`src/hw/rtl/bfct_ram.sv`:
```
// Generic simple dual-port RAM, one write port and one registered read port.
// No dependencies.
module bfct_ram #(
    parameter int WIDTH = 8,
    parameter int DEPTH = 16
) (
    input  logic                     aclk,
    input  logic                     we,
    input  logic [$clog2(DEPTH)-1:0] waddr,
    input  logic [WIDTH-1:0]         wdata,
    input  logic                     re,
    input  logic [$clog2(DEPTH)-1:0] raddr,
    output logic [WIDTH-1:0]         rdata
);

    logic [WIDTH-1:0] mem [DEPTH];

    always_ff @(posedge aclk) begin
        if (we) begin
            mem[waddr] <= wdata;
        end
        if (re) begin
            rdata <= mem[raddr];
        end
    end

endmodule

```
`config.mk`:
```
export PLATFORM = sky130hd
export DESIGN_NAME = bfct_ram
export DESIGN_NICKNAME = d
export VERILOG_FILES = /design/src/hw/rtl/bfct_ram.sv
export SDC_FILE = /design/constraint.sdc
export NUM_CORES = 1
export LEC_CHECK = 0
export BUFFER_PORTS_ARGS = -buffer_cell sky130_fd_sc_hd__clkbuf_2
export CAP_MARGIN = 20
export CORE_ASPECT_RATIO = 2
export CORE_MARGIN = 2
export CORE_UTILIZATION = 50
export DETAILED_ROUTE_END_ITERATION = 7
export GPL_ROUTABILITY_DRIVEN = 1
export PLACE_DENSITY = 0.73
export SETUP_SLACK_MARGIN = 0.4
export SLEW_MARGIN = 20
export SYNTH_ARGS = -nofsm -noshare
export SYNTH_HDL_FRONTEND = slang
export SYNTH_SLANG_ARGS = --single-unit
```
`constraint.sdc`:
```
create_clock -name aclk -period 5.5 [get_ports aclk]
set_input_delay 1.1 -clock aclk [delete_from_list [all_inputs] [get_ports aclk]]
set_output_delay 1.1 -clock aclk [all_outputs]
set_load 0.005 [all_outputs]
```
==> results.sh <==
export IMPL_cpMaxStageDelayCell="mux4_1"
export IMPL_hold_start="mem[15][4]$_DFFE_PP_"
export IMPL_p_leak_nw=2.02
export IMPL_max_freq_mhz=401
export IMPL_setup_viol=0
export IMPL_layout_drive_gt1_share=0.278
export IMPL_synth_yosys_seq_area_share=0.781
export IMPL_nNetsFinal=287
export IMPL_cts_sinks=136
export IMPL_grt_pass1_vias=2608
export IMPL_clk_pin_slew_ps=60
export IMPL_coreArea_um2=10100
export IMPL_synth_top_area_cell="edfxtp_1"
export IMPL_status="finished, final reports clean"
export IMPL_synth_compound_area_share=0.0230
export IMPL_hold_buffers=0
export IMPL_cts_tree="built"
export IMPL_peakVddDrop_uv=425
export IMPL_start_util=0.515
export IMPL_finClkSkew_ps=9.97
export IMPL_worst_pin_slew_ps=1110
export IMPL_cap_violations=0
export IMPL_cp_end_kind="flop"
export IMPL_dieHeight_um=149
export IMPL_slowest_delay_ps=650
export IMPL_synth_xor_area_frac=0
export IMPL_synth_cells=229
export IMPL_wire_per_inst_um=23.1
export IMPL_grt_max_degree=33
export IMPL_synth_area_per_cell_um2=22.8
export IMPL_drc_errors=0
export IMPL_start_kind="input port"
export IMPL_final_util=0.600
export IMPL_rows=52
export IMPL_fill_cells=730
export IMPL_finalSetupTns_ps=0
export IMPL_synth_top_area_share=0.781
export IMPL_ys_seq_elements=136
export IMPL_grt_use_total=0.189
export IMPL_crit_family="multiplexers"
export IMPL_fin_crit_sh=0.453
export IMPL_worstPathCellList="clkbuf_2 > buf_4 > mux4_1 > a22oi_1 > nand2_1"
export IMPL_num_io_pins=27
export IMPL_r2r_end="rdata[0]$_DFFE_PP_"
export IMPL_synth_area_um2=5230
export IMPL_worstSetupPathType="input port to flop"
export IMPL_synth_area_leaders="edfxtp_1 (78%), mux4_2 (7.8%), mux4_1 (7.0%), a22oi_1 (2.3%), nor2_1 (0.93%)"
export IMPL_crit_buf_inv=2
export IMPL_whs_path_depth=3
export IMPL_relSlewSlack=0.257
export IMPL_cp_data_arrival_time_ps=2650
export IMPL_synthMuxAreaShare=0.148
export IMPL_required_ps=5660
export IMPL_drt_iter0_markers=216
export IMPL_htree_num_levels=4
export IMPL_die_area_um2=11300
export IMPL_dpl_hpwl_um=6260
export IMPL_insertion_delay_ps=410
export IMPL_cts_max_path_buffers=2
export IMPL_viasPerCell=5.71
export IMPL_hold_class="flop to flop"
export IMPL_antenna_found_initial=0
export IMPL_rsz0062_at_grt="no"
export IMPL_synth_distinct_cells=18
export IMPL_grt_pass1_wl_um=15000
export IMPL_fin_crit_ps=2490
export IMPL_cts_inserted_buffers=17
export IMPL_yosys_area_share_simple=0.0314
export IMPL_cts_resized=0
export IMPL_holdPathEnd="rdata[4]$_DFFE_PP_"
export IMPL_cts_setup_buffers=0
export IMPL_ff2ff_path_depth=3
export IMPL_finalHoldViolations=0
export IMPL_rrSetupSlack_ps=4030
export IMPL_p_per_area_nw_per_um2=400
export IMPL_grt_overflow_total=0
export IMPL_antenna_cells=0
export IMPL_yosysWarningCount=0
export IMPL_synth_top_family_by_area="multiplexers"
export IMPL_syn_to_final_growth_pct=16.4
export IMPL_instances_no_fill=416
export IMPL_syn_nets=248
export IMPL_dp_cells=384
export IMPL_vias=2377
export IMPL_power_mw=2.44
export IMPL_r2r_start="mem[0][0]$_DFFE_PP_"
export IMPL_final_max_slew_viol_count=0
export IMPL_drt_first_pass_iters=4
export IMPL_portBuffers=26
export IMPL_root_buffer="clkbuf_16"
export IMPL_ant_nets=0
export IMPL_chipWidth_um=76.3
export IMPL_synth_adder_area_share=0
export IMPL_wirelength_um=9600
export IMPL_path_max_fanout=32
export IMPL_place_gp_congestion=0.729
## metrics by stage
stage / worst slack, ps / hold WS [ps] / cell area, um^2
2_1_floorplan: 2910 / 705 / 5230
3_3_place_gp: 2560 / 722 / 5480
3_5_place_dp: 2560 / 727 / 5480
4_1_cts: 2980 / 735 / 6090
5_1_grt: 2920 / 757 / 6090
6_report: 3010 / 736 / 6090
## power by group
group | switching [mW] | total [mW] | internal, mW
Sequential | 0.00580 | 1.17 | 1.17
Clock | 0.410 | 1.16 | 0.755
Combinational | 0.0566 | 0.0974 | 0.0409
## sequential cells by signal, indices dropped and copies added, names as in the netlist
signal	cells
rdata	8
mem	128
## worst min-delay path, cell delays in order, from the launching register on
cell and delay [ps]:
edfxtp_1 310, mux4_2 220, a22oi_1 60, nand2_1 50
## layer usage
metal | GRT usage | up-vias | wire length (um) | part of all wire
met2 | 0.327 | 100 | 5340 | 0.56
met1 | 0.207 | 1198 | 3400 | 0.35
met3 | 0.0631 | 21 | 530 | 0.055
met4 | 0.0973 | 0 | 325 | 0.034
met5 | 0 | - | 0 | 0
li1 | - | 1058 | - | -
## synth_stat cells, drive strengths merged
cell and n:
edfxtp 136, mux4 32, a22oi 16, nor2 13, nand2 9, buf 7
nor3 4, clkdlybuf4s25 3, nand2b 2, nand3b 2, and2 1, and2b 1
nand3 1, nor2b 1, or3b 1
## how the worst max path moves through the flow
stage,slack [ps],endpoint,startpoint,cells after the start
floorplan,2910,mem[0][0]$_DFFE_PP_,waddr[2],2
global placement,2560,rdata[3]$_DFFE_PP_,raddr[0],5
detailed placement,2560,rdata[0]$_DFFE_PP_,raddr[0],5
CTS,2980,rdata[0]$_DFFE_PP_,raddr[0],5
global route,2920,rdata[0]$_DFFE_PP_,raddr[0],5
finish,3010,rdata[0]$_DFFE_PP_,raddr[0],5
## placed cells by master (no fill, tap or decap), drive strengths merged
cell | netlist | layout
mux4 | 32 | 32
nand3b | 2 | 2
and2 | 1 | 1
buf | 7 | 4
nand3 | 1 | 1
clkbuf | 0 | 45
a22oi | 16 | 16
nor3 | 4 | 4
and2b | 1 | 1
bufinv | 0 | 4
or3b | 1 | 1
nand2 | 9 | 9
clkinv | 0 | 5
inv | 0 | 1
nor2b | 1 | 1
edfxtp | 136 | 136
nor2 | 13 | 13
nand2b | 2 | 2
clkinvlp | 0 | 3
## cells by family (layout without fill, tap and decap cells)
logic type,Yosys count,in the layout
flip-flops,136,136
AND/OR/NAND/NOR,35,35
multiplexers,32,32
AO/OA/AOI/OAI,16,16
buffers and inverters,10,62
## layout make-up
type | count | area (um^2) | share of cell area
clock inverter | 13 | 178 | 0.0292
tap | 135 | 169 | 0.0278
timing repair buffer | 30 | 160 | 0.0263
sequential | 136 | 4080 | 0.671
clock buffer | 19 | 433 | 0.0711
multi-input combinational | 83 | 1060 | 0.175
Note: power is estimated with default switching activity, not from simulation.
