<file path="config.mk">
export PLATFORM = sky130hd
export DESIGN_NAME = bfct_rec_update
export DESIGN_NICKNAME = d
export VERILOG_FILES = /design/src/hw/rtl/bfct_pkg.sv /design/src/hw/rtl/bfct_rec_update.sv
export SDC_FILE = /design/constraint.sdc
export NUM_CORES = 2
export LEC_CHECK = 0
export ABC_CLOCK_PERIOD_IN_PS = 6670
export BUFFER_PORTS_ARGS = -buffer_cell sky130_fd_sc_hd__buf_4
export CAP_MARGIN = 20
export CORE_AREA = 2 2 712 714
export DETAILED_ROUTE_END_ITERATION = 12
export DIE_AREA = 0 0 714 716
export PLACE_DENSITY_LB_ADDON = 0.1
export SLEW_MARGIN = 20
export SYNTH_ARGS = -nofsm -noshare
export SYNTH_HDL_FRONTEND = slang
export SYNTH_SLANG_ARGS = --single-unit
</file>
<file path="constraint.sdc">
create_clock -name vclk -period 6.67
set_input_delay 0.667 -clock vclk [all_inputs]
set_output_delay 0.667 -clock vclk [all_outputs]
set_load 0.05 [all_outputs]
</file>
<file path="src/hw/rtl/bfct_pkg.sv">
// Package for the bidirectional flow counter table.
// Key, counter and record types shared by the RAM users and the update logic.
// No dependencies.
package bfct_pkg;

    localparam logic [63:0] NO_TIME = 64'hFFFF_FFFF_FFFF_FFFF;

    typedef struct packed {
        logic [63:0] a_hi;
        logic [63:0] a_lo;
        logic [63:0] b_hi;
        logic [63:0] b_lo;
        logic [31:0] pa;
        logic [31:0] pb;
        logic [31:0] cid;
        logic [5:0]  typ;
    } key_t;

    typedef struct packed {
        logic [63:0] frames_total;
        logic [63:0] bytes_total;
        logic [63:0] frames_shown;
        logic [63:0] bytes_shown;
    } dir_t;

    typedef struct packed {
        dir_t        tx;
        dir_t        rx;
        logic [63:0] t_start;
        logic [63:0] t_stop;
        logic [63:0] t_abs;
        logic        shown;
    } rec_t;

    typedef struct packed {
        logic        is_new;
        logic        is_fwd;
        logic        shown_en;
        logic [15:0] frames;
        logic [23:0] bytes;
        logic [63:0] ts;
        logic [63:0] abs_ts;
    } upd_ctl_t;

endpackage

</file>
<file path="src/hw/rtl/bfct_rec_update.sv">
// Record update: counter adds, shown mark and time span widening.
// Depends on bfct_pkg.
module bfct_rec_update (
    input  bfct_pkg::rec_t     old_rec,
    input  bfct_pkg::upd_ctl_t ctl,
    output bfct_pkg::rec_t     new_rec,
    output bfct_pkg::dir_t     cnt
);

    bfct_pkg::rec_t base;
    bfct_pkg::dir_t d;
    logic           ts_set;
    logic           later;
    logic           earlier;

    always_comb begin
        ts_set = (ctl.ts != bfct_pkg::NO_TIME);
        base = old_rec;
        if (ctl.is_new) begin
            base = '0;
            base.t_start = ts_set ? ctl.ts : bfct_pkg::NO_TIME;
            base.t_stop  = ts_set ? ctl.ts : bfct_pkg::NO_TIME;
            base.t_abs   = ts_set ? ctl.abs_ts : bfct_pkg::NO_TIME;
        end
        d = ctl.is_fwd ? base.tx : base.rx;
        d.frames_total = d.frames_total + 64'(ctl.frames);
        d.bytes_total  = d.bytes_total + 64'(ctl.bytes);
        if (ctl.shown_en) begin
            d.frames_shown = d.frames_shown + 64'(ctl.frames);
            d.bytes_shown  = d.bytes_shown + 64'(ctl.bytes);
        end
        new_rec = base;
        if (ctl.is_fwd) begin
            new_rec.tx = d;
        end else begin
            new_rec.rx = d;
        end
        if (ctl.shown_en) begin
            new_rec.shown = 1'b1;
        end
        // unset stored time orders below every set time
        later   = (base.t_stop == bfct_pkg::NO_TIME) || (ctl.ts > base.t_stop);
        earlier = (base.t_start != bfct_pkg::NO_TIME) && (ctl.ts < base.t_start);
        if (ts_set) begin
            if (later) begin
                new_rec.t_stop = ctl.ts;
            end else if (earlier) begin
                new_rec.t_start = ctl.ts;
                new_rec.t_abs   = ctl.abs_ts;
            end
        end
        cnt = d;
    end

endmodule

</file>
==> metrics.md <==
| Metric | Value |
|---|---|
| Largest net degree at the start of global routing | `105` |
| Mean Syn Cell Area | `6.69 um^2` |
| Hold WC Path Type | `primary input to output pin` |
| Combinational Power Share | `100.0%` |
| First-pass GRT wire length | `584000 um` |
| I/O pin count | `1837` |
| Final #Nets | `7410` |
| Type of origin of the critical path | `primary input` |
| Crit. End Element | `output pin` |
| Pre-antenna DRT Iters | `5` |
| CP cell instances | `buf_4 > nand4_1 > nor4_1 > buf_4 > nand2_1 > or3_1 > nand2_2 > o22ai_1 > ha_1 > and3_1 > nand4_1 > or4_4 > or3_1 > a211oi_1 > o21ai_1 > buf_4 > a31oi_4 > clkbuf_16 > o32a_1 > buf_4` |
| Die area | `511000 um^2` |
| Buffers on Ports | `1837` |
| Vias | `45300` |
| Total grt overflow | `0` |
| Total GRT Usage | `17.8%` |
| WL final | `479000 um` |
| Vias in the first global route | `45400` |
| Die Height | `716 um` |
| Reg area | `0 um^2` |
| Final Util | `10.9%` |
| Arr. time, crit path | `5840 ps` |
| Row cnt | `261` |
| RSZ-0062 raised after global routing | `false` |
| Routed length per instance | `36.6 um` |
| Slowest stage cell, crit path | `or4_4` |
| Final hold viol count | `0` |
| Placed cell count | `13000` |
| Sw Share | `70.0%` |
| Sequential cell count | `0` |
| RD Place Congestion | `0.868` |
| Final-report max-slew violation count | `3` |
| Register area share after synthesis | `0%` |
| Syn. warnings | `0` |
| Layout area overhead | `83.4%` |
| Final min period | `6500 ps` |
| CP Class | `primary input to output pin` |
| Clock buf count | `0` |
| VDD IR-drop max | `79.0 uV` |
| Residual DRC count | `0` |
| Required time of the critical path | `6000 ps` |
| Mapped Area | `29900 um^2` |
| CORE AREA | `504000 um^2` |
| Synth Instances | `4473` |
| P_leak | `0.0224 uW` |
| Total of max-cap violations | `1` |
| Cts hold-fix bufs | `0` |
| Pint | `2150 uW` |
| Slew margin rel. | `-6.24%` |
| 1st-iter DRT viols | `3077` |
| Worst hold slack | `1710 ps` |
| Status | `finished with violations` |
| Die width | `714 um` |
| Detailed placer's ending HPWL | `436000 um` |
| Max frequency | `154 MHz` |
| Setup violators final | `0` |
| Synthesized Nets | `5557` |
| Post-CTS Setup Bufs | `0` |
| Vias per cell | `3.46` |
| CP delay by family, top | `simple AND/OR/NAND/NOR gates` |
| Layout cells sized above 1 | `38.4%` |
| Initial Util | `5.94%` |
| Worst path bufs/invs | `5` |
| Netlist cell types | `88` |
| Final worst path period share | `97.5%` |
| Psw | `5020 uW` |
| Pwr per Cell Area | `131 nW/um^2` |
| Clock group share of total power | `0%` |
| Flop pwr share | `0%` |
| Final ANT Viol Nets | `0` |
| Setup_tns | `0 ps` |
| Crit path max fanout | `65` |
| Max incr delay on CP | `610 ps` |
| Finished Layout Cells | `13100` |
| Worst slew pin tran | `1590 ps` |
| Failing checks | `max-capacitance violations, max-slew violations` |
| Initial antenna violation count | `315` |
| CP dominant cell by count | `buf_4` |
-- per-stage QoR --
| stage | setup slack (ps) | cell area (um^2) | power [uW] |
|---|---|---|---|
| finish | 167 | 54900 | 7180 |
| global route | 13.9 | 54800 | 7470 |
| CTS | 17.2 | 54700 | 7290 |
| detailed placement | -293 | 54600 | 7260 |
| global placement | -289 | 54600 | 7290 |
| floorplan | -33.7 | 30700 | 3900 |
-- power groups by stage --
stage	clock, uW	sequential [uW]	combinational [uW]
2_1_floorplan	0	0	3900
3_3_place_gp	0	0	7290
3_5_place_dp	0	0	7260
4_1_cts	0	0	7290
5_1_grt	0.000705	0	7470
6_report	0.000919	0	7180
-- synth_stat cells (115+ instances only) --
master | instances | area [um^2]
mux2i_1 | 445 | 4450
xnor2_1 | 442 | 3870
inv_1 | 115 | 432
nor3_1 | 161 | 806
a21oi_1 | 161 | 806
nor2b_1 | 142 | 888
nor2_1 | 492 | 1850
a22o_1 | 128 | 1120
nand3_1 | 262 | 1310
ha_1 | 204 | 2550
o21ai_0 | 124 | 621
clkbuf_1 | 193 | 724
nand2_1 | 461 | 1730
-- final timing paths --
kind  startpoint           to  slack [ps]  cells after the start
max      ctl[77]  new_rec[10]         170                     20
min   old_rec[0]   new_rec[0]        1710                      3
-- cells by family after synthesis --
logic type | count (synthesis) | share of synthesized area (%)
simple gates | 1906 | 31.1
xor+xnor | 549 | 16.1
fa+ha+maj | 208 | 8.80
buf+inv | 442 | 6.30
compound gates | 893 | 21.7
mux | 475 | 16.0
-- area by class of cell --
type               instances  area, um^2
diodes                    70         175
fillers                59100      449000
inverters                116         450
multi-input cells       4031       29100
well taps               6706        8390
repair buffers          2177       16800
-- cells in the final DEF, fill, tap and decap left out, drive strengths merged, types with 13 or more instances in the layout --
cell / Yosys / routed
xor2: 107 / 107
or3: 18 / 18
and3: 41 / 41
or4: 18 / 18
and2: 22 / 22
a21oi: 162 / 162
xnor2: 442 / 442
o21ai: 128 / 128
o21a: 24 / 24
nand3b: 54 / 54
or2: 20 / 20
mux2i: 445 / 445
a211oi: 55 / 55
a21o: 48 / 48
inv: 116 / 116
and4: 13 / 13
a31oi: 15 / 15
o211ai: 41 / 41
nand3: 263 / 263
o22ai: 49 / 49
o31ai: 25 / 25
ha: 204 / 204
a22o: 128 / 128
nor4: 47 / 47
nor2: 493 / 493
diode: 0 / 70
mux2: 30 / 30
o21bai: 13 / 13
o32a: 64 / 64
nor2b: 142 / 142
a2111oi: 15 / 15
nand2b: 15 / 15
buf: 133 / 2176
nand2: 461 / 461
nor3: 162 / 162
nand4: 105 / 105
o2111ai: 38 / 38
nand4b: 13 / 13
-- worst min-delay path, stage by stage --
cell and delay (ps):
buf_4 80, a21o_1 100, buf_4 190
-- metal layers --
metal,GRT usage (%),routed length [um],part of all wire [%],up-vias
li1,-,-,-,20100
met1,20.5,190000,40,22700
met2,32.7,244000,51,1950
met3,4.91,33900,7.1,509
met4,3.22,10700,2.2,104
met5,0,686,0.14,-
-- repair_timing --
item,in CTS,in global routing
resized for setup,7,9
endpoints found under the setup margin,5,169
gates cloned,0,0
(Power assumes the default switching activity.)
